`src/afsp_pkg.sv`:
```
`default_nettype none
package afsp_pkg;

	localparam int WordW    = 32;
	localparam int ThrW     = 16;
	localparam int ChanW    = 8;
	localparam int CountW   = 16;
	localparam int IndexW   = CountW + 1;
	localparam int SampleW  = 16;
	localparam int KindW    = 2;
	localparam int ClassW   = 2;
	localparam int CfgIdxW  = 1;
	localparam int PhaseW   = 3;

	localparam logic [WordW-1:0] EventEndWord = 32'hfafafafa;
	localparam logic [WordW-1:0] DataEndWord  = 32'hf000f000;

	localparam logic [ThrW-1:0] LowThrReset  = 16'd1200;
	localparam logic [ThrW-1:0] HighThrReset = 16'd3000;

	localparam logic [CfgIdxW-1:0] RegLowThr  = 1'd0;
	localparam logic [CfgIdxW-1:0] RegHighThr = 1'd1;

	localparam logic [PhaseW-1:0] PhFrame  = 3'd0;
	localparam logic [PhaseW-1:0] PhHeader = 3'd1;
	localparam logic [PhaseW-1:0] PhCount  = 3'd2;
	localparam logic [PhaseW-1:0] PhData   = 3'd3;
	localparam logic [PhaseW-1:0] PhEoe    = 3'd4;

	localparam logic [KindW-1:0] KindSample  = 2'd0;
	localparam logic [KindW-1:0] KindEoeOk   = 2'd1;
	localparam logic [KindW-1:0] KindEoeBad  = 2'd2;

	localparam logic [ClassW-1:0] ClsAnalog = 2'd0;
	localparam logic [ClassW-1:0] ClsOne    = 2'd1;
	localparam logic [ClassW-1:0] ClsZero   = 2'd2;

	typedef struct packed {
		logic [KindW-1:0]   result_kind;
		logic [ChanW-1:0]   channel;
		logic [IndexW-1:0]  sample_index;
		logic [SampleW-1:0] sample_value;
		logic [ClassW-1:0]  sample_class;
		logic [WordW-1:0]   bad_word;
		logic               last;
	} result_t;

endpackage
`default_nettype wire

```
`src/afsp_if.sv`:
```
`default_nettype none
interface afsp_word_if;
	logic                     valid;
	logic                     ready;
	logic [afsp_pkg::WordW-1:0] word;

	modport source (output valid, output word, input ready);
	modport sink (input valid, input word, output ready);
endinterface

interface afsp_result_if;
	logic                         valid;
	logic                         ready;
	logic [afsp_pkg::KindW-1:0]   result_kind;
	logic [afsp_pkg::ChanW-1:0]   channel;
	logic [afsp_pkg::IndexW-1:0]  sample_index;
	logic [afsp_pkg::SampleW-1:0] sample_value;
	logic [afsp_pkg::ClassW-1:0]  sample_class;
	logic [afsp_pkg::WordW-1:0]   bad_word;
	logic                         last;

	modport source (output valid, output result_kind, output channel, output sample_index,
		output sample_value, output sample_class, output bad_word, output last, input ready);
	modport sink (input valid, input result_kind, input channel, input sample_index,
		input sample_value, input sample_class, input bad_word, input last, output ready);
endinterface
`default_nettype wire

```
`src/adc_frame_stream_parser_core.sv`:
```
// channel   direction  content
// in_ch     in         one 32-bit stream word
// out_ch    out        sample or event-end result, last marks the final one of a word
// cfg       in         write enable, register index, 16-bit data
//
// A word is parsed in the cycle it is accepted; its results sit in a two-entry result
// register and show on out_ch from the next cycle. Data words give two results, other
// words at most one. The result register sets the rate: a new word is taken when no
// result is pending, or when the only one left is being taken.
// Reset (arst_n low) clears the parser state and sets the thresholds to 1200 and 3000.
`default_nettype none
module adc_frame_stream_parser_core (
	input  wire                          clk,
	input  wire                          arst_n,
	input  wire                          cfg_we,
	input  wire [afsp_pkg::CfgIdxW-1:0]  cfg_idx,
	input  wire [afsp_pkg::ThrW-1:0]     cfg_data,
	afsp_word_if.sink                    in_ch,
	afsp_result_if.source                out_ch
);
	import afsp_pkg::*;

	logic [ThrW-1:0]   low_thr_q, high_thr_q;
	logic [PhaseW-1:0] phase_q, phase_d;
	logic [ChanW-1:0]  chan_q, chan_d;
	logic [CountW-1:0] count_q, count_d;
	logic [IndexW-1:0] index_q, index_d;

	logic              out_valid_q, have2_q;
	result_t           res0_q, res1_q;
	result_t           r0, r1;
	logic [1:0]        n_res;
	logic              accept, out_take;
	logic [WordW-1:0]  w;
	logic [SampleW-1:0] s_lo, s_hi;

	function automatic logic [ClassW-1:0] classify(input logic [SampleW-1:0] v,
			input logic [ThrW-1:0] lo, input logic [ThrW-1:0] hi);
		logic [ClassW-1:0] c;
		priority if (v < lo) c = ClsOne;
		else if (v > hi)     c = ClsZero;
		else                 c = ClsAnalog;
		return c;
	endfunction

	assign w        = in_ch.word;
	assign s_lo     = w[15:0];
	assign s_hi     = w[31:16];
	assign out_take = out_valid_q && out_ch.ready;
	assign in_ch.ready = !out_valid_q || (out_ch.ready && !have2_q);
	assign accept   = in_ch.valid && in_ch.ready;

	always_comb begin
		phase_d = phase_q;
		chan_d  = chan_q;
		count_d = count_q;
		index_d = index_q;
		r0      = '0;
		r1      = '0;
		n_res   = 2'd0;
		unique case (phase_q)
			PhHeader: begin
				chan_d  = w[31:24];
				phase_d = PhCount;
			end
			PhCount: begin
				count_d = {w[23:16], w[31:24]};
				index_d = '0;
				phase_d = PhData;
			end
			PhData: begin
				if (w == DataEndWord || index_q > {1'b0, count_q}) begin
					phase_d = PhFrame;
				end else begin
					r0.result_kind  = KindSample;
					r0.channel      = chan_q;
					r0.sample_index = index_q;
					r0.sample_value = s_lo;
					r0.sample_class = classify(s_lo, low_thr_q, high_thr_q);
					r1.result_kind  = KindSample;
					r1.channel      = chan_q;
					r1.sample_index = index_q + IndexW'(1);
					r1.sample_value = s_hi;
					r1.sample_class = classify(s_hi, low_thr_q, high_thr_q);
					r1.last         = 1'b1;
					index_d         = index_q + IndexW'(2);
					n_res           = 2'd2;
				end
			end
			PhEoe: begin
				if (w == DataEndWord) begin
					r0.result_kind = KindEoeOk;
				end else begin
					r0.result_kind = KindEoeBad;
					r0.bad_word    = w;
				end
				r0.last = 1'b1;
				n_res   = 2'd1;
				phase_d = PhFrame;
			end
			default: begin
				phase_d = (w == EventEndWord) ? PhEoe : PhHeader;
			end
		endcase
	end

	always_ff @(posedge clk or negedge arst_n) begin
		if (!arst_n) begin
			low_thr_q  <= LowThrReset;
			high_thr_q <= HighThrReset;
		end else if (cfg_we) begin
			unique case (cfg_idx)
				RegLowThr:  low_thr_q  <= cfg_data;
				RegHighThr: high_thr_q <= cfg_data;
				default:    ;
			endcase
		end
	end

	always_ff @(posedge clk or negedge arst_n) begin
		if (!arst_n) begin
			phase_q <= PhFrame;
			chan_q  <= '0;
			count_q <= '0;
			index_q <= '0;
		end else if (accept) begin
			phase_q <= phase_d;
			chan_q  <= chan_d;
			count_q <= count_d;
			index_q <= index_d;
		end
	end

	always_ff @(posedge clk or negedge arst_n) begin
		if (!arst_n) begin
			out_valid_q <= 1'b0;
			have2_q     <= 1'b0;
		end else if (accept) begin
			out_valid_q <= (n_res != 2'd0);
			have2_q     <= (n_res == 2'd2);
		end else if (out_take) begin
			if (have2_q) begin
				have2_q <= 1'b0;
			end else begin
				out_valid_q <= 1'b0;
			end
		end
	end

	always_ff @(posedge clk) begin
		if (accept) begin
			res0_q <= r0;
			res1_q <= r1;
		end else if (out_take && have2_q) begin
			res0_q <= res1_q;
		end
	end

	assign out_ch.valid        = out_valid_q;
	assign out_ch.result_kind  = res0_q.result_kind;
	assign out_ch.channel      = res0_q.channel;
	assign out_ch.sample_index = res0_q.sample_index;
	assign out_ch.sample_value = res0_q.sample_value;
	assign out_ch.sample_class = res0_q.sample_class;
	assign out_ch.bad_word     = res0_q.bad_word;
	assign out_ch.last         = res0_q.last;

endmodule
`default_nettype wire
```
`src/flat_wrapper.sv`:
```
// flat-port wrapper written by rule: the top's interface ports become plain ports
module adc_frame_stream_parser_core_flat import afsp_pkg::*;
  (clk, arst_n, cfg_we, cfg_idx, cfg_data, in_ch_valid, in_ch_word, in_ch_ready, out_ch_valid, out_ch_result_kind, out_ch_channel, out_ch_sample_index, out_ch_sample_value, out_ch_sample_class, out_ch_bad_word, out_ch_last, out_ch_ready);
  afsp_word_if in_ch_i ();
  afsp_result_if out_ch_i ();
  input  wire clk;
  input  wire arst_n;
  input  wire cfg_we;
  input  wire [afsp_pkg::CfgIdxW-1:0] cfg_idx;
  input  wire [afsp_pkg::ThrW-1:0] cfg_data;
  input wire logic [$bits(in_ch_i.valid)-1:0] in_ch_valid;
  input wire logic [$bits(in_ch_i.word)-1:0] in_ch_word;
  output wire logic [$bits(in_ch_i.ready)-1:0] in_ch_ready;
  output wire logic [$bits(out_ch_i.valid)-1:0] out_ch_valid;
  output wire logic [$bits(out_ch_i.result_kind)-1:0] out_ch_result_kind;
  output wire logic [$bits(out_ch_i.channel)-1:0] out_ch_channel;
  output wire logic [$bits(out_ch_i.sample_index)-1:0] out_ch_sample_index;
  output wire logic [$bits(out_ch_i.sample_value)-1:0] out_ch_sample_value;
  output wire logic [$bits(out_ch_i.sample_class)-1:0] out_ch_sample_class;
  output wire logic [$bits(out_ch_i.bad_word)-1:0] out_ch_bad_word;
  output wire logic [$bits(out_ch_i.last)-1:0] out_ch_last;
  input wire logic [$bits(out_ch_i.ready)-1:0] out_ch_ready;
  assign in_ch_i.valid = in_ch_valid;
  assign in_ch_i.word = in_ch_word;
  assign in_ch_ready = in_ch_i.ready;
  assign out_ch_valid = out_ch_i.valid;
  assign out_ch_result_kind = out_ch_i.result_kind;
  assign out_ch_channel = out_ch_i.channel;
  assign out_ch_sample_index = out_ch_i.sample_index;
  assign out_ch_sample_value = out_ch_i.sample_value;
  assign out_ch_sample_class = out_ch_i.sample_class;
  assign out_ch_bad_word = out_ch_i.bad_word;
  assign out_ch_last = out_ch_i.last;
  assign out_ch_i.ready = out_ch_ready;
  adc_frame_stream_parser_core u_core (.clk(clk), .arst_n(arst_n), .cfg_we(cfg_we), .cfg_idx(cfg_idx), .cfg_data(cfg_data), .in_ch(in_ch_i), .out_ch(out_ch_i));
endmodule
```
`config.mk`:
```
export PLATFORM = sky130hd
export DESIGN_NAME = adc_frame_stream_parser_core_flat
export DESIGN_NICKNAME = d
export VERILOG_FILES = /design/src/afsp_pkg.sv /design/src/afsp_if.sv /design/src/adc_frame_stream_parser_core.sv /design/src/flat_wrapper.sv
export SDC_FILE = /design/constraint.sdc
export NUM_CORES = 1
export LEC_CHECK = 0
export ABC_AREA = 1
export CORE_MARGIN = 2
export CORE_UTILIZATION = 38
export DETAILED_ROUTE_END_ITERATION = 10
export DONT_BUFFER_PORTS = 1
export SYNTH_ARGS = -nofsm -noshare
export SYNTH_HDL_FRONTEND = slang
export SYNTH_SLANG_ARGS = --single-unit
```
`constraint.sdc`:
```
create_clock -name clk -period 8.35 [get_ports clk]
set_input_delay 0.4175 -clock clk [delete_from_list [all_inputs] [get_ports clk]]
set_output_delay 0.4175 -clock clk [all_outputs]
set_load 0.05 [all_outputs]
```
## Word-level counts from Yosys, hierarchy flattened

Cells that the tools add are included.

| operators by class | value |
|---|---|
| add/sub/neg operators | 2 |
| $lt $le $gt $ge | 5 |
| equality and inequality tests | 10 |
| muxes and demuxes | 25 |
| bitwise gates (word level) | 2 |
| reduce and logical (&&, ||, !) cells | 21 |

Operator list:

| operator | number |
|---|---|
| 78-bit 2-to-1 mux | 2 |
| 43-bit 2-to-1 mux | 2 |
| 32-bit equality test (second input constant) | 2 |
| 17-bit one-hot mux with 2 select lines | 1 |
| 33-bit 2-to-1 mux | 1 |
| 16-bit > comparator | 2 |
| 16-bit less-than comparator | 2 |
| 32-bit 2-to-1 mux | 1 |
| 17-bit by 1-bit adder with 17-bit output (second input constant) | 1 |
| 17-bit by 2-bit adder with 17-bit output (second input constant) | 1 |
| 17-bit by 16-bit > comparator with 1-bit output | 1 |
| 17-bit 2-to-1 mux | 1 |
| 3-bit one-hot mux with 4 select lines | 1 |
| 2-bit AND reduction | 6 |
| 2-bit 2-to-1 mux | 5 |
| 2-bit one-hot mux with 2 select lines | 2 |
| 2-bit nonzero test | 4 |
| 1-bit 2-to-1 mux | 7 |
| 3-bit by 2-bit equality test with 1-bit output (second input constant) | 2 |
| 3-bit 2-to-1 mux | 2 |
| 1-bit logical AND | 4 |
| 2-bit inequality test (second input constant) | 2 |
| 3-bit by 1-bit equality test with 1-bit output (second input constant) | 1 |
| 3-bit equality test (second input constant) | 1 |
| other kinds (8) | 11 |

| word-level totals | value |
|---|---|
| bits in registers | 202 |
| input port bits | 54 |
| output and inout bits | 80 |
| word-level logic and storage cells | 87 |

## Logic depth before layout (Yosys ltp)

| depth | value |
|---|---|
| word-level depth | 6 |
| gate-level depth with buffers | 16 |
| depth with buffers taken out | 15 |

## Least setup slack after synthesis

No wires, ideal clock.

| path | value |
|---|---|
| path type | register to register |
| from | reg u_core.out_valid_q, in the netlist u_core.out_ch.valid |
| to | reg u_core.res0_q (netlist bit u_core.out_ch.bad_word[0]), enable pin |
| setup time | 0.622 ns |
| arrival time | 6.243 ns |
| data required time | 7.728 ns |
| setup slack | 1.485 ns |
| stages on the path, launching flop included | 3 |
| path buffers | 0 |
| clock period less this slack | 6.865 ns |
| cell sequence | dfrtp_1 > nand2_1 > o21ai_0 |

| on the way | value |
|---|---|
| cells in the longest elaborated chain, start to end | 4 |
| elaborated cells on any way between the ends | 6 |
| those cells by class | reduce/logical: 6 |

RTL lines:

| element | RTL line | text |
|---|---|---|
| from (decl) | adc_frame_stream_parser_core.sv:29 | `logic out_valid_q, have2_q;` |
| from (signal assigned) | adc_frame_stream_parser_core.sv:139 | `out_valid_q <= (n_res != 2'd0);` |
| 1-bit logical NOT | adc_frame_stream_parser_core.sv:50 | `assign in_ch.ready = !out_valid_q \|\| (out_ch.ready && !have2_q);` |
| 1-bit logical OR | adc_frame_stream_parser_core.sv:50 |  |
| 1-bit logical AND | adc_frame_stream_parser_core.sv:51 | `assign accept = in_ch.valid && in_ch.ready;` |
| 2-bit nonzero test (no source line) (*) | n/a |  |
| to (signal assigned) | adc_frame_stream_parser_core.sv:152 | `res0_q <= r0;` |
| to (signal assigned) | adc_frame_stream_parser_core.sv:155 | `res0_q <= res1_q;` |
| to (decl) | adc_frame_stream_parser_core.sv:30 | `result_t res0_q, res1_q;` |

Mark *: on every way between the ends. The rest lies on a longest branch, timed or not.
A chain may end at the register's enable or synchronous reset.

## Final worst setup path

| path | value |
|---|---|
| from | reg u_core.out_valid_q, in the netlist u_core.out_ch.valid |
| to | reg u_core.index_q[15] |

| on the way | value |
|---|---|
| cells in the longest elaborated chain, start to end | 4 |

RTL lines:

| element | RTL line | text |
|---|---|---|
| 1-bit logical NOT | adc_frame_stream_parser_core.sv:50 |  |
| 1-bit logical OR | adc_frame_stream_parser_core.sv:50 |  |
| named net in_ch_ready | flat_wrapper.sv:13 | `output wire logic [$bits(in_ch_i.ready)-1:0] in_ch_ready;` |
| 1-bit logical AND | adc_frame_stream_parser_core.sv:51 |  |
| 3-bit AND reduction (no source line) | n/a |  |
| to (signal assigned) | adc_frame_stream_parser_core.sv:130 | `index_q <= index_d;` |
| to (decl) | adc_frame_stream_parser_core.sv:27 | `logic [IndexW-1:0] index_q, index_d;` |

The timed path passes the listed nets, and every way through them passes these cells.

==> out/metrics.yaml <==
outcome:
  outcome: "complete, no violations"
sta:
  finalSetupViolations: 0
  fmax_ghz: 0.3445
  hold_viol: 0
  slew_violations: 0
  fin_crit_ns: 2.903
  holdWs_ns: 0.1023
  worstMarginPinSlew_ns: 1.035
  rsz0062_at_grt: "false"
  slew_headroom_pct: 31.02
  finalCritPeriodShare_pct: 34.77
  fin_worst_skew_ns: 0.01456
  fin_tns_setup_ns: 0
cells_and_area:
  n_antenna_cell: 0
  layout.nets: 1200
  syn_to_final_growth_pct: 8.725
  drive_gt1_share_pct: 8.511
  instances_no_fill: 1422
pwr:
  power_frac_comb_pct: 19.2
  p_leak_nw: 4.861
  power_switching_mw: 1.221
  sequentialPowerShare_pct: 54.4
  powerDensity_nw_per_um2: 279.4
  vdd_drop_max_uv: 150.1
  pwr-share-clk_pct: 26.4
  internal_power_mw: 1.889
  swShare_pct: 39.25
global_route:
  grt_max_degree: 79
  grt-ovfl-total: 0
  grt_pass1_vias: 6798
  gr-usage-all-layers_pct: 17.32
  grt_first_pass_wirelength_microns: 37770
  antenna_found_initial: 0
synthesis:
  synth_edf_count: 122
  ys.flop_type: "edfxtp_1"
  yosysUniqueCellTypes: 39
  postSynthCellCount: 1078
  synth-seq-area-share_pct: 54.73
  synth_top_cell_by_area: "edfxtp_1"
  ys_seq_elements: 199
  yosysTopAreaCellShare_pct: 35.78
  synth_warnings: 0
  synthTopCellsByArea: "edfxtp_1, dfrtp_1, nand2_1"
  syn_area_sq_um: 10240
  syn_avg_cell_area_sq_um: 9.499
  synthArstFlopShare_pct: 38.69
  synth_nets: 1210
placed_design:
  gp_congestion: 0.7907
  dp_cells: 1388
  dp_hpwl_microns: 17370
  io_buffers: 0
clocking:
  clkSlewWorstSetupHoldPaths_ns: 0.08
  cts_buffer_depth: 2
  postCtsSetupRepairBufs: 0
  cts_tree: "built"
  clock_latency_ns: 0.44
  cts.sinks: 199
  cts_buffers: 17
  cts_hold_buf: 2
  ctsResizeCount: 0
  cts_htree_levels: 4
  cts_root_buf: "clkbuf_16"
setup_path:
  cp-start-kind: "register"
  cp.required_ns: 8.68
  endpoint_kind: "register"
  crit_chain: "a21boi_1 > inv_2 > nand2_4 > inv_2 > nand2_2 > nand2_4 > nand2_1 > nand2_1"
  worstSetupPathType: "register to register"
  critPathMaxFanout: 49
  max_stage_delay_ns: 0.65
  arrival_ns: 3.23
  critPathSlowestCell: "dfrtp_1"
die:
  dieArea_sq_um: 28280
  core-area_sq_um: 26730
  die_h_microns: 168.2
  start_util_pct: 38.31
  die_x_microns: 168.2
  io_pins: 134
  rows: 60
detailed_routing:
  post-route-drc-count: 0
  via_count: 6945
  postRouteWirelength_microns: 23640
  via_per_inst: 4.884
  antenna_left: 0
  drtIter0Drc: 505
  dr.pass1.iters: 5
  routedWlPerCell_microns: 16.62
hold_path:
  hold_class: "input pin to register"
job:
  drv_cap: 0
## layer usage
metal  part of all wire, %  global-route usage (%)  up-vias
li1                      -                       -     3529
met1                    45                   22.67     3236
met2                    46                   27.76      157
met3                   6.6                   5.712       23
met4                   1.4                   4.648        0
met5                     0                       0        -
## cell usage in the layout (no fill, tap or decap), types with 4 or more instances in the layout
| cell type | Yosys | final |
|---|---|---|
| a21oi_1 | 47 | 47 |
| clkinv_8 | 0 | 4 |
| edfxtp_1 | 122 | 122 |
| nor2_1 | 95 | 95 |
| inv_1 | 136 | 135 |
| clkbuf_16 | 0 | 17 |
| inv_2 | 8 | 9 |
| dfstp_2 | 11 | 11 |
| nand4_1 | 15 | 15 |
| o21ai_0 | 90 | 89 |
| nand2_2 | 4 | 4 |
| nand2_1 | 272 | 272 |
| nand3_1 | 30 | 30 |
| xor2_1 | 6 | 6 |
| dfrtp_1 | 66 | 66 |
| ha_1 | 78 | 78 |
| nor3_1 | 12 | 12 |
| nor2_4 | 21 | 21 |
| nor4_1 | 8 | 8 |
| inv_6 | 0 | 4 |
## kinds of logic after synthesis
group           count (synthesis)  synth area share [%]
fa+ha+maj                      78                 9.531
other cells                     1               0.03662
compound gates                146                 7.283
buf+inv                       177                 7.185
xor+xnor                        7                0.5987
flops                         199                 54.73
simple gates                  470                 20.64
## power by group through the flow
stage | Sequential, mW | Combinational (mW) | Clock, mW
floorplan | 1.69 | 0.496 | 0
global placement | 1.72 | 0.576 | 0
detailed placement | 1.72 | 0.595 | 0
CTS | 1.70 | 0.608 | 0.838
global route | 1.72 | 0.698 | 0.877
finish | 1.69 | 0.598 | 0.821
## per-stage QoR
stage / total power, mW / setup slack (ns) / utilization [%] / instance area, sq um
final: 3.110 / 5.447 / 41.66 / 11130
after global placement: 2.292 / 5.464 / 39.28 / 10500
after CTS: 3.142 / 5.424 / 41.66 / 11130
after floorplan: 2.186 / 1.485 / - / 10240
after global routing: 3.292 / 5.134 / 41.66 / 11130
after detailed placement: 2.311 / 5.443 / 39.28 / 10500
## cell usage after synthesis, types with 3 or more instances
| master | number |
|---|---|
| nor2_2 | 3 |
| dfstp_2 | 11 |
| nor3_1 | 12 |
| dfrtp_1 | 66 |
| nor2_4 | 21 |
| buf_4 | 3 |
| nor4_1 | 8 |
| a21oi_1 | 47 |
| nand2_2 | 4 |
| buf_2 | 10 |
| nand2_1 | 272 |
| edfxtp_1 | 122 |
| clkbuf_1 | 14 |
| o21ai_1 | 3 |
| nand4_1 | 15 |
| ha_1 | 78 |
| nand2_4 | 3 |
| nand3_1 | 30 |
| nor2_1 | 95 |
| xor2_1 | 6 |
| inv_1 | 136 |
| o21ai_0 | 90 |
| inv_2 | 8 |
## registers in the layout, indices dropped and copies added, names as in the netlist, 8 cells and up
register / cells
u_core.out_ch.sample_value: 16
u_core.out_ch.channel: 8
u_core.chan_q: 8
u_core.count_q: 16
u_core.index_q: 16
u_core.out_ch.bad_word: 32
u_core.high_thr_q: 16
u_core.out_ch.sample_index: 17
u_core.low_thr_q: 16
u_core.res1_q: 44
## worst max-delay path, delay by kind of cell (launching register included)
family                 cells  cell delay, ns
AO/OA/AOI/OAI              1            0.25
flip-flops                 1            0.65
AND/OR/NAND/NOR            5            1.49
buffers and inverters      2            0.35
## path summary, 6_finish.rpt
path	from	to	slack [ns]	cells past startpoint
worst min register to register	u_core.chan_q[7]	u_core.chan_q[7]	0.48	2
worst max-delay path	u_core.out_ch.valid	u_core.index_q[15]	5.45	8
min in group asynchronous	arst_n	u_core.low_thr_q[3]	0.48	2
worst min-delay path	cfg_data[4]	u_core.low_thr_q[4]	0.10	2
max in group asynchronous	arst_n	u_core.index_q[5]	7.47	2
worst max register to register	u_core.out_ch.valid	u_core.index_q[15]	5.45	8
## layout make-up
cell class	count	area, sq um
fill	2593	15590
sequential	199	5604
inverter	144	540.5
tap	341	426.7
clock inverter	15	172.7
multi-input combinational	702	3911
timing repair buffer	4	52.55
clock buffer	17	425.4
No activity file was read; power rests on OpenSTA's default activity.
